`src/rtl/core/rfb_pkg.sv`:
```
// ----------------------------------------------------------------------------
// rfb_pkg
// Shared types, codes and constants of the rotated framebuffer draw engine.
// ----------------------------------------------------------------------------
package rfb_pkg;

   localparam int PLANE_BYTES_DEF = 4736;
   localparam int COORD_BITS      = 9;
   localparam int ADDR_BITS       = 13;
   // mapped coordinates: 10-bit panel size minus 9-bit coordinate plus pad, with sign
   localparam int MAP_BITS        = 12;
   // row * stride + column byte
   localparam int POS_BITS        = 19;
   localparam int QUEUE_DEPTH     = 2;

   localparam int CSR_INDEX_BITS  = 3;
   localparam int CSR_DATA_BITS   = 10;

   // command codes
   localparam logic [2:0] FUNC_PIXEL = 3'd0;
   localparam logic [2:0] FUNC_HLINE = 3'd1;
   localparam logic [2:0] FUNC_VLINE = 3'd2;
   localparam logic [2:0] FUNC_RECT  = 3'd3;
   localparam logic [2:0] FUNC_BOX   = 3'd4;
   localparam logic [2:0] FUNC_READ  = 3'd5;

   // colors
   localparam logic [1:0] COLOR_BLACK = 2'd0;
   localparam logic [1:0] COLOR_WHITE = 2'd1;
   localparam logic [1:0] COLOR_RED   = 2'd2;

   // rotation modes
   localparam logic [1:0] ROT_0   = 2'd0;
   localparam logic [1:0] ROT_90  = 2'd1;
   localparam logic [1:0] ROT_180 = 2'd2;
   localparam logic [1:0] ROT_270 = 2'd3;

   // register indexes
   localparam logic [CSR_INDEX_BITS-1:0] CSR_ROTATION      = 3'd0;
   localparam logic [CSR_INDEX_BITS-1:0] CSR_MIRROR_ENABLE = 3'd1;
   localparam logic [CSR_INDEX_BITS-1:0] CSR_PAD_OFFSET    = 3'd2;
   localparam logic [CSR_INDEX_BITS-1:0] CSR_RED_ENABLE    = 3'd3;
   localparam logic [CSR_INDEX_BITS-1:0] CSR_PANEL_WIDTH   = 3'd4;
   localparam logic [CSR_INDEX_BITS-1:0] CSR_PANEL_HEIGHT  = 3'd5;
   localparam logic [CSR_INDEX_BITS-1:0] CSR_LINE_STRIDE   = 3'd6;

   localparam logic [9:0] PANEL_WIDTH_RST  = 10'd296;
   localparam logic [9:0] PANEL_HEIGHT_RST = 10'd128;
   localparam logic [6:0] LINE_STRIDE_RST  = 7'd16;

   localparam logic [7:0] BW_BLANK  = 8'hFF;
   localparam logic [7:0] RED_BLANK = 8'h00;
   localparam logic [7:0] MASK_MSB  = 8'h80;

   typedef enum logic [1:0] {
      KIND_NOP,
      KIND_FILL,
      KIND_OUTLINE,
      KIND_READ
   } kind_type;

   typedef enum logic [3:0] {
      ST_CLEAR,
      ST_IDLE,
      ST_SPAN,
      ST_MAP,
      ST_ADDR,
      ST_READ,
      ST_WRITE,
      ST_RDBYTE,
      ST_DONE
   } state_type;

   typedef struct packed {
      logic [2:0]            func;
      logic [COORD_BITS-1:0] x1;
      logic [COORD_BITS-1:0] y1;
      logic [COORD_BITS-1:0] x2;
      logic [COORD_BITS-1:0] y2;
      logic [1:0]            color;
      logic [ADDR_BITS-1:0]  byte_address;
   } req_type;

   typedef struct packed {
      logic [7:0] bw_byte;
      logic [7:0] red_byte;
      logic       dropped;
   } rsp_type;

   typedef struct packed {
      logic [1:0] rotation;
      logic       mirror_enable;
      logic [2:0] pad_offset;
      logic       red_enable;
      logic [9:0] panel_width;
      logic [9:0] panel_height;
      logic [6:0] line_stride;
   } cfg_type;

   // classified command: a rectangle of pixels (filled or outline), a read or a no-op
   typedef struct packed {
      kind_type              kind;
      logic [COORD_BITS-1:0] xs;
      logic [COORD_BITS-1:0] xe;
      logic [COORD_BITS-1:0] ys;
      logic [COORD_BITS-1:0] ye;
      logic [1:0]            color;
      logic [ADDR_BITS-1:0]  addr;
   } entry_type;

   typedef struct packed {
      logic      valid;
      entry_type entry;
   } queue_head_type;

endpackage

```
`src/rtl/core/rfb_front.sv`:
```
// ----------------------------------------------------------------------------
// rfb_front
// Accepts command beats, sorts endpoints into span bounds and queues them.
// ----------------------------------------------------------------------------
module rfb_front (
   input  logic                   clock,
   input  logic                   reset,
   input  logic                   req_valid,
   output logic                   req_stall,
   input  rfb_pkg::req_type       req_payload,
   input  logic                   clearing,
   input  logic                   q_pop,
   output rfb_pkg::queue_head_type q_head
);

   localparam int QW = (rfb_pkg::QUEUE_DEPTH > 1) ? $clog2(rfb_pkg::QUEUE_DEPTH) : 1;
   localparam int CW = $clog2(rfb_pkg::QUEUE_DEPTH + 1);
   localparam logic [QW-1:0] LAST_SLOT = QW'(rfb_pkg::QUEUE_DEPTH - 1);
   localparam logic [CW-1:0] FULL_COUNT = CW'(rfb_pkg::QUEUE_DEPTH);

   rfb_pkg::entry_type entries_ff [rfb_pkg::QUEUE_DEPTH];
   rfb_pkg::entry_type entry_in;

   logic [QW-1:0] wr_ptr_ff, wr_ptr_in;
   logic [QW-1:0] rd_ptr_ff, rd_ptr_in;
   logic [CW-1:0] count_ff, count_in;

   logic push;
   logic [rfb_pkg::COORD_BITS-1:0] xlo, xhi, ylo, yhi;

   // classification
   always_comb begin
      xlo = (req_payload.x1 < req_payload.x2) ? req_payload.x1 : req_payload.x2;
      xhi = (req_payload.x1 < req_payload.x2) ? req_payload.x2 : req_payload.x1;
      ylo = (req_payload.y1 < req_payload.y2) ? req_payload.y1 : req_payload.y2;
      yhi = (req_payload.y1 < req_payload.y2) ? req_payload.y2 : req_payload.y1;

      entry_in.kind  = rfb_pkg::KIND_NOP;
      entry_in.xs    = req_payload.x1;
      entry_in.xe    = req_payload.x1;
      entry_in.ys    = req_payload.y1;
      entry_in.ye    = req_payload.y1;
      entry_in.color = req_payload.color;
      entry_in.addr  = req_payload.byte_address;

      case (req_payload.func)
         rfb_pkg::FUNC_PIXEL: begin
            entry_in.kind = rfb_pkg::KIND_FILL;
         end
         rfb_pkg::FUNC_HLINE: begin
            entry_in.kind = rfb_pkg::KIND_FILL;
            entry_in.xs   = xlo;
            entry_in.xe   = xhi;
         end
         rfb_pkg::FUNC_VLINE: begin
            entry_in.kind = rfb_pkg::KIND_FILL;
            entry_in.ys   = ylo;
            entry_in.ye   = yhi;
         end
         rfb_pkg::FUNC_RECT: begin
            entry_in.kind = rfb_pkg::KIND_OUTLINE;
            entry_in.xs   = xlo;
            entry_in.xe   = xhi;
            entry_in.ys   = ylo;
            entry_in.ye   = yhi;
         end
         rfb_pkg::FUNC_BOX: begin
            // rows run y1..y2 unsorted; an inverted box draws nothing
            entry_in.kind = (req_payload.y1 <= req_payload.y2) ? rfb_pkg::KIND_FILL
                                                               : rfb_pkg::KIND_NOP;
            entry_in.xs   = xlo;
            entry_in.xe   = xhi;
            entry_in.ye   = req_payload.y2;
         end
         rfb_pkg::FUNC_READ: begin
            entry_in.kind = rfb_pkg::KIND_READ;
         end
         default: begin
            entry_in.kind = rfb_pkg::KIND_NOP;
         end
      endcase
   end

   // queue control
   always_comb begin
      req_stall = clearing || (count_ff == FULL_COUNT);
      push      = req_valid && !req_stall;

      wr_ptr_in = wr_ptr_ff;
      rd_ptr_in = rd_ptr_ff;
      count_in  = count_ff;

      if (push) begin
         wr_ptr_in = (wr_ptr_ff == LAST_SLOT) ? '0 : wr_ptr_ff + QW'(1);
      end
      if (q_pop) begin
         rd_ptr_in = (rd_ptr_ff == LAST_SLOT) ? '0 : rd_ptr_ff + QW'(1);
      end
      if (push && !q_pop) begin
         count_in = count_ff + CW'(1);
      end else if (q_pop && !push) begin
         count_in = count_ff - CW'(1);
      end

      q_head.valid = (count_ff != '0);
      q_head.entry = entries_ff[rd_ptr_ff];
   end

   always_ff @(posedge clock) begin
      if (reset) begin
         wr_ptr_ff <= '0;
         rd_ptr_ff <= '0;
         count_ff  <= '0;
      end else begin
         wr_ptr_ff <= wr_ptr_in;
         rd_ptr_ff <= rd_ptr_in;
         count_ff  <= count_in;
      end
   end

   always_ff @(posedge clock) begin
      if (push) begin
         entries_ff[wr_ptr_ff] <= entry_in;
      end
   end

endmodule

```
`config.mk`:
```
export PLATFORM = sky130hd
export DESIGN_NAME = rfb_front
export DESIGN_NICKNAME = d
export VERILOG_FILES = /design/src/rtl/core/rfb_pkg.sv /design/src/rtl/core/rfb_front.sv
export SDC_FILE = /design/constraint.sdc
export NUM_CORES = 1
export LEC_CHECK = 0
export BUFFER_PORTS_ARGS = -buffer_cell sky130_fd_sc_hd__clkbuf_2
export CAP_MARGIN = 5
export CORE_MARGIN = 5
export CORE_UTILIZATION = 55
export CTS_BUF_LIST = sky130_fd_sc_hd__clkbuf_4 sky130_fd_sc_hd__clkbuf_8
export DETAILED_ROUTE_END_ITERATION = 16
export GPL_TIMING_DRIVEN = 0
export HOLD_SLACK_MARGIN = 0.03
export PLACE_DENSITY = 0.81
export RECOVER_POWER = 25
export SLEW_MARGIN = 10
export SYNTH_ARGS = -nofsm -noshare
export SYNTH_HDL_FRONTEND = slang
export SYNTH_SLANG_ARGS = --single-unit
```
`constraint.sdc`:
```
create_clock -name clock -period 5.9 [get_ports clock]
set_clock_uncertainty 0.1 [all_clocks]
set_input_delay 0.59 -clock clock [delete_from_list [all_inputs] [get_ports clock]]
set_output_delay 0.59 -clock clock [all_outputs]
set_load 0.02 [all_outputs]
```
==> results.cfg, run 1 <==
[worst_setup_path]
setup.worst_path.start_class = flip-flop
r2r_setup_slack_ps = 2440
worstPathArrival_ps = 3320
cp.required_ps = 5760
crit_chain = inv_1, a21oi_1, and3_1, clkbuf_1
path_delay_family = buffers and inverters
slowest_delay_ps = 1240
path_depth = 4
rr_startpoint = count_ff[0]$_SDFFE_PP0P_
cp_num_buf_inv = 2
criticalPathCategory = reg2reg
worst_path_max_delay_cell = clkbuf_1
r2r_end = entries_ff[1][12]$_DFFE_PP_
path_max_fanout = 28
rr_worst_depth = 4
end_kind = flip-flop

[drt]
vias = 3336
drt_iter0_drc = 129
wire_per_inst_um = 18.1
drc = 0
ant_nets = 0
viasPerCell = 5.71
first_pass_iters = 4
wl_mm = 10.6

[layout]
syn2layout_area_growth_pct = 17.3
fin_util_pct = 65.6
seq_area_mm2 = 0.00328
antenna_cells = 0
drive_gt1_share_pct = 43.6
nFillCells = 686
final_common_cell = edfxtp_1
multi_input_area_mm2 = 0.00173
layout.nets = 545
stdcell_count = 584
layout_common_cells = edfxtp_1 (106), clkbuf_2 (99), mux2_2 (80)

[clock_network]
clockBufferDepth = 2
cts_resized = 0
root_buffer = clkbuf_8
hold_buffers = 0
insertion_delay_ps = 350
cts_setup_buffers = 0
clk_pin_slew_ps = 110
cts_max_level = 3
cts_sinks = 111
numCtsBuffers = 9
cts_tree = yes

[global_route]
grt_start_max_net_pins = 29
grt_pass1_vias = 3589
track_usage_pct = 18.9
grt_pass1_wl_mm = 16.8
gr-total-overflow = 0
antenna_found_initial = 0

[floorplan]
dieArea_mm2 = 0.0114
rows = 35
ioPinCount = 114
initial_core_util_pct = 55.9
chipHeight_um = 107
core_area_mm2 = 0.00920
die-width_um = 107

[place]
hpwl_mm = 7.65
io_buffer_count = 113
place_ws_ps = 3040
dp_cells = 568
gp_congestion = 0.900

[sta]
setup_viol_count_final = 0
setup_tns_ps = 0
timing.final.crit_share_pct = 58.7
timing.fmax_mhz = 289
max_slew_margin_pct = -7.39
worst_slack_ps = 2440
fin_hold_ws_ps = 311
slew_viol_final = 29
worst_slew_pin_slew_ps = 1610
rsz0062_at_grt = no
post-route-min-period_ps = 3460
hold_viol = 0

[hold_path]
hold_path_end = entries_ff[1][7]$_DFFE_PP_
hold_start = req_payload[7]
hold_path.class = in2reg
hold_path_depth = 1

[logic_synthesis]
yosysUniqueCellTypes = 36
yosys.area.top_type = edfxtp_1
synth_edf_count = 106
synth_flop_cell = edfxtp_1
ys_ff_latch = 111
ys_seq_area_share_pct = 63.9
async_flop_share_pct = 0
syn_avg_cell_area_um2 = 15.0
synth_nets = 419
synth_cells = 342
yosys.area.top_type_share_pct = 61.9
synth-warning-count = 0
synth_area_leaders = edfxtp_1 (62%), mux2_2 (18%), ha_1 (4.4%), dfxtp_1 (1.9%), a21oi_1 (1.9%)
netlist_area_mm2 = 0.00514

[run]
maxCapViolCount = 1

[power_and_ir_drop]
p_per_area_mw_per_mm2 = 277
ir_drop_mv = 0.163
p_leak_nw = 2.28

[outcome]
failed_checks = capacitance limit, slew limit
status = finished, violations left
## cell families (layout without fill, tap and decap cells)
family	count (synthesis)	count (layout)	share of synthesized area (%)
xor gates and xnor gates	4	4	0.682
AOI/OAI and AO/OA	43	43	5.58
adders and majority gates	18	18	4.38
buffers and inverters	33	164	2.51
and+or+nand+nor	53	53	5.43
muxes	80	80	17.5
DFF	111	111	63.9
## synthesized netlist by cell type (2+ instances only)
cell type    n
ha_1        18
nor2_2       2
a21oi_1     19
nand3_1      9
clkbuf_1     7
nor2_1       7
o21a_1       2
nand2_1      8
a211oi_1     2
edfxtp_1   106
buf_1        2
nand2b_1     2
nor3_1       9
o211ai_1    10
inv_1       22
mux2_2      80
nand4_1     11
xor2_1       3
o21ai_0      2
dfxtp_1      5
## registers in the layout (all words and copies together), names as in the netlist, named ones only
name and cells:
count_ff 2, wr_ptr_ff 1, rd_ptr_ff 1, entries_ff 106
## how the worst max path moves through the flow
stage                                        endpoint                      from  slack (ps)
after CTS                                  q_head[33]                 flip-flop        2950
after detailed placement  entries_ff[0][24]$_DFFE_PP_           req_payload[19]        3040
after global routing      entries_ff[1][12]$_DFFE_PP_  count_ff[0]$_SDFFE_PP0P_        2040
final                     entries_ff[1][12]$_DFFE_PP_  count_ff[0]$_SDFFE_PP0P_        2440
after floorplan            entries_ff[0][0]$_DFFE_PP_                  clearing        2230
after global placement     entries_ff[0][8]$_DFFE_PP_                  clearing         850
## report_power, final
group / internal, mW / total [mW] / switching (mW)
clock: 0.154 / 0.407 / 0.253
sequential: 0.918 / 0.929 / 0.0114
combinational: 0.130 / 0.331 / 0.202
## through the flow
step	power, mW	area, µm²
after floorplan	1.16	5140
after global placement	1.27	5840
after detailed placement	1.28	5890
after CTS	1.68	6060
after global routing	1.74	6030
final	1.67	6030
## per-layer routing
metal	up-vias	global-route usage [%]	part of all wire, %
met5	-	0	0
li1	1565	-	-
met2	114	33.9	52
met3	21	3.25	5.8
met4	0	8.13	2.0
met1	1636	22.4	40
## area by class of cell
cell class              instances  area share [%]
repair buffers                115            9.48
flip-flops and latches        111            54.5
well taps                     111            2.30
inverters                      22            1.37
plain buffers                  11           0.768
multi-input cells             198            28.8
clock buffers                   9            2.05
clock inverters                 7           0.809
Power figures use the tool's default switching activity.
==> run 2, diff against run 1 <==
--- a/config.mk
+++ b/config.mk
@@ -5,6 +5,7 @@
 export SDC_FILE = /design/constraint.sdc
 export NUM_CORES = 1
 export LEC_CHECK = 0
+export ABC_AREA = 1
 export BUFFER_PORTS_ARGS = -buffer_cell sky130_fd_sc_hd__clkbuf_2
 export CAP_MARGIN = 5
 export CORE_MARGIN = 5
@@ -13,7 +14,7 @@
 export DETAILED_ROUTE_END_ITERATION = 16
 export GPL_TIMING_DRIVEN = 0
 export HOLD_SLACK_MARGIN = 0.03
-export PLACE_DENSITY = 0.81
+export PLACE_DENSITY = 0.8
 export RECOVER_POWER = 25
 export SLEW_MARGIN = 10
 export SYNTH_ARGS = -nofsm -noshare
==> constraint.sdc (replaced) <==
create_clock -name clock -period 3.25 [get_ports clock]
set_clock_uncertainty 0.1 [all_clocks]
set_input_delay 0.325 -clock clock [delete_from_list [all_inputs] [get_ports clock]]
set_output_delay 0.325 -clock clock [all_outputs]
set_load 0.02 [all_outputs]
==> run 2 against run 1 <==
Net effect:
- wire length is 6.3% higher
- largest cell class unchanged
- clock power is 95% higher
- the run now ends clean
- first-iteration DRC count is 120% higher
- largest power group unchanged
==> results.cfg, run 2 <==
[run]
maxCapViolCount = 0

[place]
gp_congestion = 0.902
placed_cell_area_mm2 = 0.00617
io_buffer_count = 113
hpwl_mm = 8.12
place_ws_ps = 1000

[logic_synthesis]
yosys.area.top_type = edfxtp_1
synth_flop_cell = edfxtp_1
synth_edf_count = 106
yosys.area.top_type_share_pct = 59.7
synthSimpleGateAreaFrac_pct = 13.6
netlist_area_mm2 = 0.00533
synth_most_common_cell = edfxtp_1
ys_seq_area_share_pct = 61.6
syn_avg_cell_area_um2 = 12.5
synth_nets = 502
async_flop_share_pct = 0
synth-warning-count = 0
synth.mux.area_fraction_pct = 11.2
synth.top_cells.by_count = edfxtp_1 (106), nand2_1 (86), mux2_2 (53), inv_1 (46), nand3_1 (24)
yosysUniqueCellTypes = 34
synth-compound-area-share_pct = 4.39
ys_ff_latch = 111
synth_top_family_by_area = simple AND/OR/NAND/NOR gates
synth-xor-area-share_pct = 0.164
synth_fa_ha_area_share_pct = 4.23
synth_cells = 425
synth_area_leaders = edfxtp_1 (60%), mux2_2 (11%), nand2_1 (6.1%), ha_1 (4.2%), inv_1 (3.2%)

[clock_network]
cts_sinks = 111
clockBufferDepth = 2
root_buffer = clkbuf_8
cts_resized = 0
cts_max_level = 3
insertion_delay_ps = 360
hold_buffers = 5
numCtsBuffers = 9
cts_tree = yes
cts_setup_buffers = 0
clk_pin_slew_ps = 90

[layout]
layout_common_cells = edfxtp_1 (106), clkbuf_2 (105), nand2_1 (87)
top_register = entries_ff
drive_gt1_share_pct = 35.6
seq_area_mm2 = 0.00328
largest_reg_flops = 106
fin_util_pct = 67.0
multi_input_area_mm2 = 0.00176
antenna_cells = 0
reg_top3 = entries_ff: 106 flops, count_ff: 2 flops
nFillCells = 735
design_area_mm2 = 0.00643
layout.nets = 642
final_common_cell = edfxtp_1
syn2layout_area_growth_pct = 20.6

[power_and_ir_drop]
ir_drop_mv = 0.215
p_per_area_mw_per_mm2 = 479
p_leak_nw = 2.73

[global_route]
antenna_found_initial = 0
track_usage_pct = 19.3
gr-total-overflow = 0
grt_start_max_net_pins = 26
grt_pass1_vias = 3729
grt_pass1_wl_mm = 17.4

[floorplan]
initial_core_util_pct = 55.6
dieArea_mm2 = 0.0118
chipHeight_um = 108
die-width_um = 108
rows = 36
core_area_mm2 = 0.00959
ioPinCount = 114

[hold_path]
hold_path_end = entries_ff[1][3]$_DFFE_PP_
hold_start = req_payload[3]
hold_path_depth = 1
hold_path.class = in2reg

[sta]
worst_slack_ps = 526
slew_viol_final = 0
worst_slew_pin_slew_ps = 1430
timing.fmax_mhz = 367
timing.final.crit_share_pct = 83.8
setup_viol_count_final = 0
post-route-min-period_ps = 2720
rsz0062_at_grt = no
max_slew_margin_pct = 4.33
hold_viol = 0

[worst_setup_path]
path_max_fanout = 10
criticalPathCategory = in2reg
worst_path_max_delay_cell = a21oi_1
setup.worst_path.start_class = input port
worstPathArrival_ps = 2740
r2r_end = entries_ff[1][46]$_DFFE_PP_
crit_chain = clkbuf_2, inv_1, ha_1, nand2_1, inv_2, a21oi_1, nand3_1, nand2_8, buf_12, o21ai_2
rr_startpoint = count_ff[0]$_SDFFE_PP0P_
cp.required_ps = 3270
path_delay_family = simple AND/OR/NAND/NOR gates
end_kind = flip-flop
r2r_setup_slack_ps = 580
rr_worst_depth = 6
slowest_delay_ps = 620
cp_num_buf_inv = 4

[drt]
drc = 0
first_pass_iters = 5
viasPerCell = 5.33
ant_nets = 0
wire_per_inst_um = 16.0
drt_iter0_drc = 285
wl_mm = 11.3
vias = 3746

[outcome]
status = completed
run 2: cell count changes after synthesis, moves of 10 or more:
cell,previous run,this run
a21oi_1,19,9
inv_1,22,46
mux2_2,80,53
nand2_1,8,86
nand3_1,9,24
run 2: cell type report:
| class | instances | area share [%] |
|---|---|---|
| clock inverter | 5 | 0.759 |
| clock buffer | 11 | 2.16 |
| timing repair buffer | 129 | 12.0 |
| multi-input combinational | 253 | 27.4 |
| buffer | 11 | 1.07 |
| sequential | 111 | 51.1 |
| inverter | 50 | 2.92 |
| tap | 133 | 2.59 |
run 2: routing by layer:
| layer | up-vias | share of wire (%) | GRT usage (%) |
|---|---|---|---|
| met2 | 136 | 49 | 32.0 |
| met5 | - | 0 | 0 |
| met4 | 0 | 2.6 | 8.03 |
| li1 | 1794 | - | - |
| met3 | 22 | 5.4 | 3.28 |
| met1 | 1794 | 43 | 25.1 |
run 2: stage by stage:
stage               hold WS [ps]  std cells  power, mW  TNS, ps
floorplan                    297        425       2.10        0
global placement             394        671       2.28    -7990
detailed placement           418        675       2.32        0
CTS                         31.1        696       3.11        0
global route                53.7        703       3.23        0
finish                      73.2        703       3.08        0
run 2: power by group:
part	internal, mW	total (mW)	switching [mW]
clock	0.367	0.795	0.428
sequential	1.65	1.67	0.0147
combinational	0.235	0.616	0.380
total	2.25	3.08	0.823
run 2: worst max path at each step:
stage	from	to	slack, ps	depth (start not counted)
after floorplan	count_ff[0]$_SDFFE_PP0P_	entries_ff[1][0]$_DFFE_PP_	730	4
after global placement	clearing	entries_ff[1][40]$_DFFE_PP_	-90	4
after detailed placement	req_payload[21]	entries_ff[0][32]$_DFFE_PP_	1000	10
after CTS	flip-flop	q_head[24]	840	4
after global routing	req_payload[23]	entries_ff[1][29]$_DFFE_PP_	390	10
final	req_payload[23]	entries_ff[0][32]$_DFFE_PP_	530	10
run 2: logic make-up after synthesis:
logic type	count (synthesis)
AO/OA/AOI/OAI	34
flip-flops	111
adder cells (fa/ha/maj)	18
buffers and inverters	61
AND/OR/NAND/NOR	147
multiplexers	53
XOR/XNOR	1
run 2: worst register-to-register path, cell delays in order, from the launching register on:
cell and delay (ps):
dfxtp_1 330, inv_1 90, nand2_1 90, nand3_1 190
nor2_1 1130, buf_16 250, buf_12 200
==> run 3, diff against run 2 <==
--- a/config.mk
+++ b/config.mk
@@ -5,16 +5,16 @@
 export SDC_FILE = /design/constraint.sdc
 export NUM_CORES = 1
 export LEC_CHECK = 0
-export ABC_AREA = 1
+export ABC_AREA = 0
 export BUFFER_PORTS_ARGS = -buffer_cell sky130_fd_sc_hd__clkbuf_2
 export CAP_MARGIN = 5
 export CORE_MARGIN = 5
-export CORE_UTILIZATION = 55
+export CORE_UTILIZATION = 51
 export CTS_BUF_LIST = sky130_fd_sc_hd__clkbuf_4 sky130_fd_sc_hd__clkbuf_8
 export DETAILED_ROUTE_END_ITERATION = 16
 export GPL_TIMING_DRIVEN = 0
 export HOLD_SLACK_MARGIN = 0.03
-export PLACE_DENSITY = 0.8
+export PLACE_DENSITY = 0.79
 export RECOVER_POWER = 25
 export SLEW_MARGIN = 10
 export SYNTH_ARGS = -nofsm -noshare
==> constraint.sdc (replaced) <==
create_clock -name clock -period 2.5 [get_ports clock]
set_clock_uncertainty 0.1 [all_clocks]
set_input_delay 0.25 -clock clock [delete_from_list [all_inputs] [get_ports clock]]
set_output_delay 0.25 -clock clock [all_outputs]
set_load 0.02 [all_outputs]
==> run 3 against run 2 <==
Net effect:
- hold slack lost 1.5 ps
- sequential cell count did not move
- die area is 3.6% higher
- largest cell class unchanged
- highest routed layer unchanged
==> results.cfg, run 3 (synthesis gave the netlist of run 1 again) <==
[power_and_ir_drop]
p_sw_share_pct = 27.3
p_sw_mw = 1.11
p_leak_nw = 2.39
clockPowerShare_pct = 26.5
combPwrFrac_pct = 19.8
ir_drop_mv = 0.296
pwr-share-seq_pct = 53.8
p_per_area_mw_per_mm2 = 650
intPower_mw = 2.96
power.total_mw = 4.08

[worst_setup_path]
slowest_delay_ps = 410
path_delay_family = buffers and inverters
cp.required_ps = 2150
path_max_fanout = 10
criticalPathCategory = reg2out
path_depth = 4
crit_path_frequent_cell = clkbuf_2
worstPathArrival_ps = 1990
rr_worst_depth = 5
cp_num_buf_inv = 3
setup.worst_path.start_class = flip-flop
end_kind = output pin
crit_chain = clkbuf_1, clkbuf_2, mux2_2, clkbuf_2
worst_path_max_delay_cell = mux2_2

[drt]
first_pass_iters = 4
vias = 3337
wire_per_inst_um = 17.4
ant_nets = 0
viasPerCell = 5.36
drc = 0
wl_mm = 10.8
drt_iter0_drc = 152

[floorplan]
die-width_um = 110
rows = 36
initial_core_util_pct = 52.3
core_area_mm2 = 0.00982
chipHeight_um = 110
dieArea_mm2 = 0.0122
ioPinCount = 114

[layout]
design_area_mm2 = 0.00627
antenna_cells = 0
fin_util_pct = 63.8
syn2layout_area_growth_pct = 22.0
layout.nets = 561
layout_common_cells = edfxtp_1 (106), clkbuf_2 (103), mux2_2 (80)
drive_gt1_share_pct = 43.6
final_common_cell = edfxtp_1
largest_reg_flops = 106
stdcell_count = 622
reg_top3 = entries_ff: 106 flops, count_ff: 2 flops
top_register = entries_ff

[sta]
post-route-min-period_ps = 2340
timing.final.crit_share_pct = 93.6
worst_slack_ps = 159
slew_viol_final = 0
timing.fmax_mhz = 427
rsz0062_at_grt = no
setup_tns_ps = 0
max_slew_margin_pct = 40.5
hold_viol = 0
setup_viol_count_final = 0
worst_slew_pin_slew_ps = 889
fin_hold_ws_ps = 71.7

[clock_network]
clk_pin_slew_ps = 100
root_buffer = clkbuf_8
cts_max_level = 3
numCtsBuffers = 9
clockBufferDepth = 2
insertion_delay_ps = 370
cts_sinks = 111
cts_tree = yes
cts_setup_buffers = 0

[place]
gp_congestion = 0.819
placed_cell_area_mm2 = 0.00592
hpwl_mm = 7.76
dp_cells = 590
place_ws_ps = 31.0
io_buffer_count = 113

[hold_path]
hold_path.class = in2reg
hold_path_depth = 3

[global_route]
grt_start_max_net_pins = 32
gr-total-overflow = 0
antenna_found_initial = 0
grt_pass1_vias = 3424
grt_pass1_wl_mm = 16.6
track_usage_pct = 18.3

[run]
maxCapViolCount = 0

[outcome]
status = completed
==> run 3: cell count changes in the layout (fill, tap and decap cells not counted), moves of 9 or more <==
cell,previous run,this run
nand2_1,87,8
o211ai_1,1,10
nor3_1,0,9
nand3_1,25,9
inv_1,46,22
a21oi_1,10,19
mux2_2,53,80
==> run 3: power by group through the flow <==
stage,Combinational [mW],Sequential (mW),Clock (mW)
2_1_floorplan,0.519,2.23,0
3_3_place_gp,0.769,2.23,0
3_5_place_dp,0.791,2.24,0
4_1_cts,0.817,2.19,1.11
5_1_grt,0.878,2.20,1.18
6_report,0.805,2.19,1.08
==> run 3: routing by layer <==
metal,global-route usage (%),vias to the layer above,share of wire (%)
met5,0,-,0
met4,8.00,0,2.1
met3,3.84,18,7.0
met2,32.1,110,50
met1,21.7,1608,40
li1,-,1601,-
==> run 3: cell type report <==
class                      instances  area [µm²]
fill                             769        3550
buffer                            11        51.3
multi-input combinational        198        1740
sequential                       111        3280
timing repair buffer             131         748
clock buffer                       9         124
clock inverter                     7        77.6
inverter                          22        82.6
tap                              133         166
==> run 3: timing repair <==
item,CTS,global route
resized for setup,5,0
hold buffers,16,0
hold endpoints to repair,35,0
setup endpoints to repair,33,0
==> run 3: worst reg2reg max path, cell delays in order, from the launching register on <==
cell and delay, ps:
dfxtp_1 420, inv_1 60, a21oi_1 230, nand2_1 170, nor2_4 670, buf_12 280
==> run 3: path summary, 6_finish.rpt <==
check,startpoint,slack [ps],to
hold / removal,q_pop,70,rd_ptr_ff$_SDFFE_PP0P_
setup / recovery,flip-flop,160,q_head[37]
hold reg to reg,count_ff[1]$_SDFFE_PP0P_,430,count_ff[1]$_SDFFE_PP0P_
setup reg to reg,count_ff[0]$_SDFFE_PP0P_,270,entries_ff[0][42]$_DFFE_PP_
